**config.mk**
```make
export PLATFORM = sky130hd
export DESIGN_NAME = k_smallest_sorted_list_flat
export DESIGN_NICKNAME = d
export VERILOG_FILES = /design/src/ksl_pkg.sv /design/src/ksl_if.sv /design/src/ksl_cell.sv /design/src/k_smallest_sorted_list.sv /design/src/flat_wrapper.sv
export SDC_FILE = /design/constraint.sdc
export NUM_CORES = 2
export LEC_CHECK = 0
export BUFFER_PORTS_ARGS = -buffer_cell sky130_fd_sc_hd__buf_2
export CORE_MARGIN = 2
export CORE_UTILIZATION = 50
export CTS_BUF_LIST = sky130_fd_sc_hd__clkbuf_16
export DETAILED_ROUTE_END_ITERATION = 7
export PLACE_DENSITY = 0.66
export SYNTH_ARGS = -nofsm -noshare
export SYNTH_HDL_FRONTEND = slang
export SYNTH_SLANG_ARGS = --single-unit
```
**constraint.sdc**
```tcl
create_clock -name clk -period 15.25 [get_ports clk]
set_input_delay 3.05 -clock clk [delete_from_list [all_inputs] [get_ports clk]]
set_output_delay 3.05 -clock clk [all_outputs]
set_load 0.03 [all_outputs]
```
**src/ksl_pkg.sv**
```systemverilog
// Package for the k smallest sorted list block.
// Holds the shared constants and the control struct that the top level hands to each cell.
// Depends on nothing.
`default_nettype none

package ksl_pkg;

	localparam int MAX_KEEP_DEF  = 10;
	localparam int ID_BITS_DEF   = 16;
	localparam int DIST_BITS_DEF = 32;

	localparam int KEEP_BITS = 4;
	localparam int RANK_BITS = 4;

	localparam logic [KEEP_BITS-1:0] KEEP_RESET = 4'd10;

	typedef struct packed {
		logic insert;
		logic rotate;
	} cell_ctl_t;

endpackage

`default_nettype wire

```
**src/ksl_if.sv**
```systemverilog
// Channel interfaces for the k smallest sorted list block.
// Uses ksl_pkg for the rank width.
`default_nettype none

interface ksl_in_if #(
	parameter int ID_BITS   = ksl_pkg::ID_BITS_DEF,
	parameter int DIST_BITS = ksl_pkg::DIST_BITS_DEF
);
	logic                 valid;
	logic                 ready;
	logic [ID_BITS-1:0]   record_id;
	logic [DIST_BITS-1:0] distance;
	logic                 first_item;
	logic                 last_item;

	modport source (output valid, record_id, distance, first_item, last_item, input ready);
	modport sink (input valid, record_id, distance, first_item, last_item, output ready);
endinterface

interface ksl_out_if #(
	parameter int ID_BITS   = ksl_pkg::ID_BITS_DEF,
	parameter int DIST_BITS = ksl_pkg::DIST_BITS_DEF
);
	logic                           valid;
	logic                           ready;
	logic [ksl_pkg::RANK_BITS-1:0]  rank;
	logic [ID_BITS-1:0]             kept_id;
	logic [DIST_BITS-1:0]           kept_distance;
	logic                           final_entry;

	modport source (output valid, rank, kept_id, kept_distance, final_entry, input ready);
	modport sink (input valid, rank, kept_id, kept_distance, final_entry, output ready);
endinterface

`default_nettype wire

```
**src/ksl_cell.sv**
```systemverilog
// One cell of the sorted list: holds one entry, compares it with the offered distance
// and takes data from its neighbours on an insert or a rotation. Depends on ksl_pkg.
`default_nettype none

module ksl_cell #(
	parameter int INDEX     = 0,
	parameter int ID_BITS   = ksl_pkg::ID_BITS_DEF,
	parameter int DIST_BITS = ksl_pkg::DIST_BITS_DEF,
	parameter int CW        = 4
) (
	input  wire logic                   clk,
	input  wire ksl_pkg::cell_ctl_t     ctl,
	input  wire logic [CW-1:0]          fill,
	input  wire logic [CW-1:0]          cap,
	input  wire logic [ID_BITS-1:0]     new_id,
	input  wire logic [DIST_BITS-1:0]   new_dist,
	input  wire logic                   prev_lt,
	input  wire logic [ID_BITS-1:0]     prev_id,
	input  wire logic [DIST_BITS-1:0]   prev_dist,
	input  wire logic [ID_BITS-1:0]     next_id,
	input  wire logic [DIST_BITS-1:0]   next_dist,
	input  wire logic [ID_BITS-1:0]     head_id,
	input  wire logic [DIST_BITS-1:0]   head_dist,
	output logic                        lt,
	output logic [ID_BITS-1:0]          id,
	output logic [DIST_BITS-1:0]        entry_dist
);

	localparam logic [CW-1:0] IDX      = CW'(INDEX);
	localparam logic [CW-1:0] IDX_NEXT = CW'(INDEX + 1);

	logic [ID_BITS-1:0]   id_q;
	logic [DIST_BITS-1:0] dist_q;

	// The new entry lands in the first cell whose distance is strictly larger, or in the
	// first empty cell when the list still has room.
	always_comb begin
		lt = (IDX < fill) && (new_dist < dist_q);
	end

	always_ff @(posedge clk) begin
		if (ctl.insert) begin
			if (!prev_lt && (lt || ((IDX == fill) && (fill < cap)))) begin
				id_q   <= new_id;
				dist_q <= new_dist;
			end else if (prev_lt && (IDX < cap)) begin
				id_q   <= prev_id;
				dist_q <= prev_dist;
			end
		end else if (ctl.rotate) begin
			if (IDX_NEXT < fill) begin
				id_q   <= next_id;
				dist_q <= next_dist;
			end else if (IDX_NEXT == fill) begin
				id_q   <= head_id;
				dist_q <= head_dist;
			end
		end
	end

	assign id         = id_q;
	assign entry_dist = dist_q;

endmodule

`default_nettype wire

```
**src/k_smallest_sorted_list.sv**
```systemverilog
// Top level of the k smallest sorted list block: a chain of list cells with fill and
// emission control. Depends on ksl_pkg, ksl_if and ksl_cell.
//
// The candidate channel offers a record id and a distance; a request is taken when valid
// and ready are both high. A request marked first empties the list before its entry is
// added. To place the entry, every cell compares the offered distance with its own entry
// in parallel and takes the new entry or its upper neighbour's or keeps its own. A
// request marked last then starts emission on the result channel: the list rotates one
// cell a cycle towards the head while the receiver does not stall, and the head entry is
// loaded into the output register with its rank; once the whole list has left, it is back
// in its original order. After the last request is taken, emission starts and registers
// the first result. Candidate ready is low while emission runs; other requests are taken
// one per cycle. A stall on the result channel holds the output register and the rotation.
// keep_count is written through cfg_write and cfg_wdata while the block is idle, a rule
// for the user that the block itself does not enforce. Reset empties the list, clears
// emission and sets keep_count to ten; the stored entries themselves are not cleared.
`default_nettype none

module k_smallest_sorted_list #(
	parameter int MAX_KEEP  = ksl_pkg::MAX_KEEP_DEF,
	parameter int ID_BITS   = ksl_pkg::ID_BITS_DEF,
	parameter int DIST_BITS = ksl_pkg::DIST_BITS_DEF
) (
	input  wire logic                             clk,
	input  wire logic                             arst_n,
	input  wire logic                             cfg_write,
	input  wire logic [ksl_pkg::KEEP_BITS-1:0]    cfg_wdata,
	ksl_in_if.sink                                candidate,
	ksl_out_if.source                             result
);

	localparam int CW = $clog2(MAX_KEEP + 1);
	localparam int KW = (CW > ksl_pkg::KEEP_BITS) ? CW : ksl_pkg::KEEP_BITS;
	localparam logic [CW-1:0] MAX_FILL = CW'(MAX_KEEP);

	logic [ksl_pkg::KEEP_BITS-1:0] keep_q;
	logic [CW-1:0]                 fill_q;
	logic                          emit_q;
	logic [CW-1:0]                 rank_q;
	logic                          out_valid_q;
	logic [ksl_pkg::RANK_BITS-1:0] out_rank_q;
	logic [ID_BITS-1:0]            out_id_q;
	logic [DIST_BITS-1:0]          out_dist_q;
	logic                          out_final_q;

	logic [KW-1:0]         keep_ext;
	logic [KW-1:0]         rank_ext;
	logic [CW-1:0]         cap;
	logic [CW-1:0]         fill_now;
	logic [CW-1:0]         fill_next;
	logic [CW-1:0]         cell_fill;
	logic                  accept;
	logic                  step;
	logic                  step_final;
	ksl_pkg::cell_ctl_t    ctl;

	logic [MAX_KEEP-1:0]  cell_lt;
	logic [ID_BITS-1:0]   cell_id   [MAX_KEEP];
	logic [DIST_BITS-1:0] cell_dist [MAX_KEEP];

	always_comb begin
		keep_ext = KW'(keep_q);
		if (keep_q == '0) begin
			cap = CW'(1);
		end else if (keep_ext > KW'(MAX_KEEP)) begin
			cap = MAX_FILL;
		end else begin
			cap = CW'(keep_ext);
		end

		if (candidate.first_item) begin
			fill_now = '0;
		end else if (fill_q > cap) begin
			fill_now = cap;
		end else begin
			fill_now = fill_q;
		end
		fill_next = (fill_now < cap) ? fill_now + CW'(1) : fill_now;

		accept     = candidate.valid && candidate.ready;
		step       = emit_q && (!out_valid_q || result.ready);
		step_final = (rank_q + CW'(1)) == fill_q;
		rank_ext   = KW'(rank_q);

		ctl.insert = accept;
		ctl.rotate = step;
		cell_fill  = accept ? fill_now : fill_q;
	end

	assign candidate.ready = !emit_q;

	for (genvar i = 0; i < MAX_KEEP; i++) begin : g_cell
		logic                 prev_lt;
		logic [ID_BITS-1:0]   prev_id;
		logic [DIST_BITS-1:0] prev_dist;
		logic [ID_BITS-1:0]   next_id;
		logic [DIST_BITS-1:0] next_dist;

		if (i == 0) begin : g_head
			assign prev_lt   = 1'b0;
			assign prev_id   = candidate.record_id;
			assign prev_dist = candidate.distance;
		end else begin : g_body
			assign prev_lt   = cell_lt[i-1];
			assign prev_id   = cell_id[i-1];
			assign prev_dist = cell_dist[i-1];
		end

		if (i == MAX_KEEP - 1) begin : g_tail
			assign next_id   = cell_id[i];
			assign next_dist = cell_dist[i];
		end else begin : g_inner
			assign next_id   = cell_id[i+1];
			assign next_dist = cell_dist[i+1];
		end

		ksl_cell #(
			.INDEX     (i),
			.ID_BITS   (ID_BITS),
			.DIST_BITS (DIST_BITS),
			.CW        (CW)
		) u_cell (
			.clk        (clk),
			.ctl        (ctl),
			.fill       (cell_fill),
			.cap        (cap),
			.new_id     (candidate.record_id),
			.new_dist   (candidate.distance),
			.prev_lt    (prev_lt),
			.prev_id    (prev_id),
			.prev_dist  (prev_dist),
			.next_id    (next_id),
			.next_dist  (next_dist),
			.head_id    (cell_id[0]),
			.head_dist  (cell_dist[0]),
			.lt         (cell_lt[i]),
			.id         (cell_id[i]),
			.entry_dist (cell_dist[i])
		);
	end

	always_ff @(posedge clk or negedge arst_n) begin
		if (!arst_n) begin
			keep_q      <= ksl_pkg::KEEP_RESET;
			fill_q      <= '0;
			emit_q      <= 1'b0;
			rank_q      <= '0;
			out_valid_q <= 1'b0;
		end else begin
			if (cfg_write) begin
				keep_q <= cfg_wdata;
			end
			if (accept) begin
				fill_q <= fill_next;
				emit_q <= candidate.last_item;
				rank_q <= '0;
			end else if (step) begin
				rank_q <= rank_q + CW'(1);
				if (step_final) begin
					emit_q <= 1'b0;
				end
			end
			if (step) begin
				out_valid_q <= 1'b1;
			end else if (result.ready) begin
				out_valid_q <= 1'b0;
			end
		end
	end

	always_ff @(posedge clk) begin
		if (step) begin
			out_rank_q  <= rank_ext[ksl_pkg::RANK_BITS-1:0];
			out_id_q    <= cell_id[0];
			out_dist_q  <= cell_dist[0];
			out_final_q <= step_final;
		end
	end

	assign result.valid         = out_valid_q;
	assign result.rank          = out_rank_q;
	assign result.kept_id       = out_id_q;
	assign result.kept_distance = out_dist_q;
	assign result.final_entry   = out_final_q;

`ifndef SYNTHESIS
	a_rank_in_list: assert property (@(posedge clk) disable iff (!arst_n)
		emit_q |-> (rank_q < fill_q))
		else $error("Emission rank has run past the list fill.");

	a_fill_after_add: assert property (@(posedge clk) disable iff (!arst_n)
		accept |=> (fill_q != '0) && (fill_q <= MAX_FILL))
		else $error("List fill is out of range after an add.");

	a_emit_ends: assert property (@(posedge clk) disable iff (!arst_n)
		(step && step_final) |=> (!emit_q && out_valid_q && out_final_q))
		else $error("Emission did not end on the final entry.");

	a_final_rank: assert property (@(posedge clk) disable iff (!arst_n)
		step |=> (out_final_q == ((rank_q == fill_q) && !emit_q)))
		else $error("Final entry flag disagrees with the emission count.");
`endif

endmodule

`default_nettype wire

```
**src/flat_wrapper.sv**
```systemverilog
// flat-port wrapper written by rule: the top's interface ports become plain ports
module k_smallest_sorted_list_flat 
#(
	parameter int MAX_KEEP  = ksl_pkg::MAX_KEEP_DEF,
	parameter int ID_BITS   = ksl_pkg::ID_BITS_DEF,
	parameter int DIST_BITS = ksl_pkg::DIST_BITS_DEF
)
  (clk, arst_n, cfg_write, cfg_wdata, candidate_valid, candidate_record_id, candidate_distance, candidate_first_item, candidate_last_item, candidate_ready, result_valid, result_rank, result_kept_id, result_kept_distance, result_final_entry, result_ready);
  ksl_in_if #(.ID_BITS(ID_BITS), .DIST_BITS(DIST_BITS)) candidate_i ();
  ksl_out_if #(.ID_BITS(ID_BITS), .DIST_BITS(DIST_BITS)) result_i ();
  input  wire logic clk;
  input  wire logic arst_n;
  input  wire logic cfg_write;
  input  wire logic [ksl_pkg::KEEP_BITS-1:0] cfg_wdata;
  input wire logic [$bits(candidate_i.valid)-1:0] candidate_valid;
  input wire logic [$bits(candidate_i.record_id)-1:0] candidate_record_id;
  input wire logic [$bits(candidate_i.distance)-1:0] candidate_distance;
  input wire logic [$bits(candidate_i.first_item)-1:0] candidate_first_item;
  input wire logic [$bits(candidate_i.last_item)-1:0] candidate_last_item;
  output wire logic [$bits(candidate_i.ready)-1:0] candidate_ready;
  output wire logic [$bits(result_i.valid)-1:0] result_valid;
  output wire logic [$bits(result_i.rank)-1:0] result_rank;
  output wire logic [$bits(result_i.kept_id)-1:0] result_kept_id;
  output wire logic [$bits(result_i.kept_distance)-1:0] result_kept_distance;
  output wire logic [$bits(result_i.final_entry)-1:0] result_final_entry;
  input wire logic [$bits(result_i.ready)-1:0] result_ready;
  assign candidate_i.valid = candidate_valid;
  assign candidate_i.record_id = candidate_record_id;
  assign candidate_i.distance = candidate_distance;
  assign candidate_i.first_item = candidate_first_item;
  assign candidate_i.last_item = candidate_last_item;
  assign candidate_ready = candidate_i.ready;
  assign result_valid = result_i.valid;
  assign result_rank = result_i.rank;
  assign result_kept_id = result_i.kept_id;
  assign result_kept_distance = result_i.kept_distance;
  assign result_final_entry = result_i.final_entry;
  assign result_i.ready = result_ready;
  k_smallest_sorted_list #(.MAX_KEEP(MAX_KEEP), .ID_BITS(ID_BITS), .DIST_BITS(DIST_BITS)) u_core (.clk(clk), .arst_n(arst_n), .cfg_write(cfg_write), .cfg_wdata(cfg_wdata), .candidate(candidate_i), .result(result_i));
endmodule
```
==> metrics.yaml <==
status: "finished, violations left"
violations: "design-rule violations"
layout-drive-gt1-share: 0.1405
die_w_um: 280.8
start_util: 0.5044
synth_area_per_cell_um2: 9.645
setup_viol: 0
nNetsFinal: 4261
holdPathStages: 0
track_usage: 0.3362
postCtsResizedCells: 0
slew-limit-headroom: 0.1430
final.fill_count: 6742
die-area_um2: 78850
drt_pre_antenna_iters: 8
max_freq_mhz: 117.2
cts.sinks: 547
stdcell_count: 4961
ant_nets: 0
syn_nets: 4353
synthTopCellsByArea: "edfxtp_1 42%, ha_1 11%, o221a_2 6.1%"
worst-path-max-fanout: 61
cp-start-kind: "input port"
crit_family: "simple AND/OR/NAND/NOR gates"
postCtsHoldBufs: 0
hold_path_end: "u_core.result.rank[1]$_DFFE_PP_"
viasPerCell: 6.721
finalWirelength_um: 134400
regToRegStartpoint: "u_core.keep_ext[2]$_DFFE_PN0P_"
worstPathRequired_ns: 15.48
die_h_um: 280.8
num_io_pins: 114
ys_ff_latch: 547
path_clk_slew_ns: 0.06
worst-path-buf-inv: 4
fin_ws_ns: 6.716
r2r-end: "u_core.g_cell[4].u_cell.entry_dist[9]$_DFFE_PP_"
synth_top_flop_cell: "edfxtp_1"
utilization: 0.5508
cp_data_arrival_time_ns: 8.76
dp_cells: 4841
synth_edf_count: 533
post_cts.repair.setup_buffers: 0
grt_pass1_vias: 31763
synth.distinct_cells: 81
vdd_drop_max_mv: 0.3110
antenna_found_initial: 3
num_vias: 33345
cpMaxStageDelayCell: "buf_4"
finalHoldViolations: 0
worst_pin_slew_ns: 1.274
drt_iter0_drc: 4272
fin_tns_setup_ns: 0
drcViolationCount: 5
routabilityCongestion: 0.9320
syn_inst: 3972
p_leak_nw: 17.45
rr_worst_depth: 18
skew_ns: 0.02093
worstSkewPairLatency_ns: 0.62
p_per_area_nw_per_um2: 257.2
regToRegSetupSlack_ns: 7.82
wl_per_cell_um: 27.10
critPathMaxStageDelay_ns: 0.89
synthArstFlopShare: 0.02559
hold_start: "u_core.rank_ext[1]$_DFFE_PN0P_"
h-tree-depth: 3
finalCritPeriodShare: 0.5596
synth-seq-area-share: 0.4270
cts_buffer_depth: 3
syn-cell-area_um2: 38310
critical_path_class: "in -> reg"
drv_slew: 0
endpoint_kind: "flop"
grt_start_max_net_pins: 176
rsz0062_at_grt: "false"
p_total_mw: 10.76
yosysTopAreaCell: "edfxtp_1"
cts_buffers: 67
synth_top_area_share: 0.4178
cts_root_buf: "clkbuf_16"
overflow: 0
port_buffers: 113
cts_tree: "built"
fin_crit_ns: 8.534
critical_path_depth: 15
dp_worst_setup_slack_ns: 6.261
dp.final_hpwl_um: 83260
core_area_um2: 75950
area_delta_synth_final_pct: 9.190
hp-class: "reg -> reg"
path_cells: "buf_2, nand2b_4, and2_1, nor2_1, inv_1, ha_1, o21ai_0, nor2_1, or3_1, or4_4, a21oi_4, buf_4, a21oi_1, o21ai_4, buf_4"
max_cap_violations: 0
ys_warn_count: 0
grt_pass1_wl_um: 200600
row_count: 101
worst max-delay path by stage:
stage | to | slack, ns | start
after CTS | u_core.g_cell[4].u_cell.entry_dist[24]$_DFFE_PP_ | 6.88 | candidate_valid
after floorplan | u_core.g_cell[6].u_cell.entry_dist[0]$_DFFE_PP_ | 5.08 | candidate_first_item
after global placement | u_core.g_cell[4].u_cell.entry_dist[10]$_DFFE_PP_ | 6.32 | candidate_valid
after global routing | u_core.g_cell[4].u_cell.entry_dist[24]$_DFFE_PP_ | 6.46 | candidate_valid
final | u_core.g_cell[4].u_cell.entry_dist[9]$_DFFE_PP_ | 6.72 | candidate_valid
after detailed placement | u_core.g_cell[4].u_cell.entry_dist[0]$_DFFE_PP_ | 6.26 | candidate_valid
through the flow:
step / area, um2 / hold WS [ns]
4_1_cts: 41830 / 0.5162
3_5_place_dp: 39650 / 0.5011
3_3_place_gp: 39650 / 0.4902
5_1_grt: 41830 / 0.5368
6_report: 41830 / 0.5180
2_1_floorplan: 38310 / 0.4244
sequential cells by signal, indices dropped and copies added, names as in the netlist:
register	count
u_core.g_cell.u_cell.entry_dist	320
u_core.g_cell.u_cell.id	160
u_core.result.kept_distance	32
u_core.result.kept_id	16
u_core.fill_q	4
u_core.keep_ext	4
u_core.rank_ext	4
u_core.result.rank	4
u_core.emit_q	1
u_core.result.final_entry	1
u_core.result.valid	1
cell type report:
| type | count | area [um2] | area share |
|---|---|---|---|
| inverter | 328 | 1232 | 0.02946 |
| clock inverter | 48 | 399.1 | 0.009541 |
| antenna | 1 | 2.502 | 0.00005982 |
| clock buffer | 71 | 1777 | 0.04247 |
| multi-input combinational | 2764 | 19750 | 0.4721 |
| timing repair buffer | 172 | 1021 | 0.02441 |
| tap | 1030 | 1289 | 0.03081 |
| sequential | 547 | 16360 | 0.3911 |
cells in the mapped netlist (all sizes together), types with 19 or more instances:
master and count:
and3 22, nand2b 60, a21o 105, ha 322, nand3 199, mux2i 117
a31oi 122, or2 19, o22ai 37, buf 56, nand2 465, a211oi 63
o221a 206, nand4 50, nor2b 29, inv 327, o211ai 108, and2 20
a222oi 46, o211a 36, clkbuf 277, o31a 21, o21ai 160, a21oi 220
edfxtp 533, nor2 191
power by group:
group,leakage (nW),switching [mW],internal (mW),total (mW)
Clock,1.11,0.687,0.958,1.64
Sequential,5.30,0.611,2.84,3.45
Combinational,11.0,3.61,2.06,5.66
metal layers:
layer / global-route usage / routed length [um]
met1: 0.4395 / 53060
met4: 0.1628 / 6560
met3: 0.06700 / 13700
met2: 0.5345 / 61100
met5: 0 / 13
worst reg2reg max path, cell delays in order, from the launching register on:
cell	delay [ns]
dfrtp_1	0.51
a21oi_1	0.56
ha_1	0.37
nor2b_1	0.16
o31ai_2	0.36
mux2_2	0.26
a21oi_2	0.09
nor2_1	0.78
inv_1	0.30
ha_1	0.37
o21ai_0	0.14
nor2_1	0.05
or3_1	0.43
or4_4	0.47
a21oi_4	0.15
buf_4	0.89
a21oi_1	0.18
o21ai_4	0.17
buf_4	0.78
layout by cell type (no fill, tap or decap), types with 6 or more instances in the layout:
| cell type | Yosys | routed |
|---|---|---|
| and2_1 | 20 | 19 |
| and3_1 | 22 | 22 |
| or2_2 | 18 | 18 |
| a221oi_1 | 6 | 6 |
| a222oi_1 | 46 | 46 |
| a211oi_1 | 63 | 63 |
| o31a_1 | 21 | 21 |
| clkinv_2 | 0 | 9 |
| nand2b_1 | 60 | 59 |
| nor2_1 | 191 | 189 |
| nor3_1 | 18 | 17 |
| nand3_1 | 199 | 199 |
| o221a_2 | 206 | 206 |
| a31oi_1 | 122 | 122 |
| a21o_1 | 105 | 103 |
| a2111oi_0 | 6 | 6 |
| dfrtp_1 | 12 | 11 |
| clkinv_1 | 1 | 16 |
| ha_1 | 322 | 322 |
| o211a_1 | 35 | 35 |
| nand4_1 | 50 | 50 |
| buf_2 | 38 | 113 |
| buf_4 | 5 | 58 |
| o22ai_1 | 37 | 33 |
| o21a_1 | 12 | 12 |
| o211ai_1 | 107 | 107 |
| edfxtp_1 | 533 | 533 |
| a21oi_1 | 216 | 212 |
| nor2b_1 | 29 | 28 |
| bufinv_16 | 0 | 7 |
| inv_1 | 325 | 336 |
| clkbuf_16 | 0 | 71 |
| nor4_1 | 12 | 12 |
| a21boi_0 | 18 | 18 |
| mux2i_1 | 117 | 117 |
| nand2_1 | 464 | 459 |
| o21ai_0 | 154 | 151 |
logic make-up (layout without fill, tap and decap cells):
family	count (synthesis)	count (layout)	share of synthesized area
AO/OA/AOI/OAI	1207	1207	0.2356
XOR/XNOR	6	6	0.001372
adder cells (fa/ha/maj)	323	323	0.1055
buffers and inverters	661	619	0.06698
flip-flops	547	547	0.4270
multiplexers	122	122	0.03204
other	0	1	0
AND/OR/NAND/NOR	1106	1106	0.1315
No activity file was read; power rests on OpenSTA's default activity.
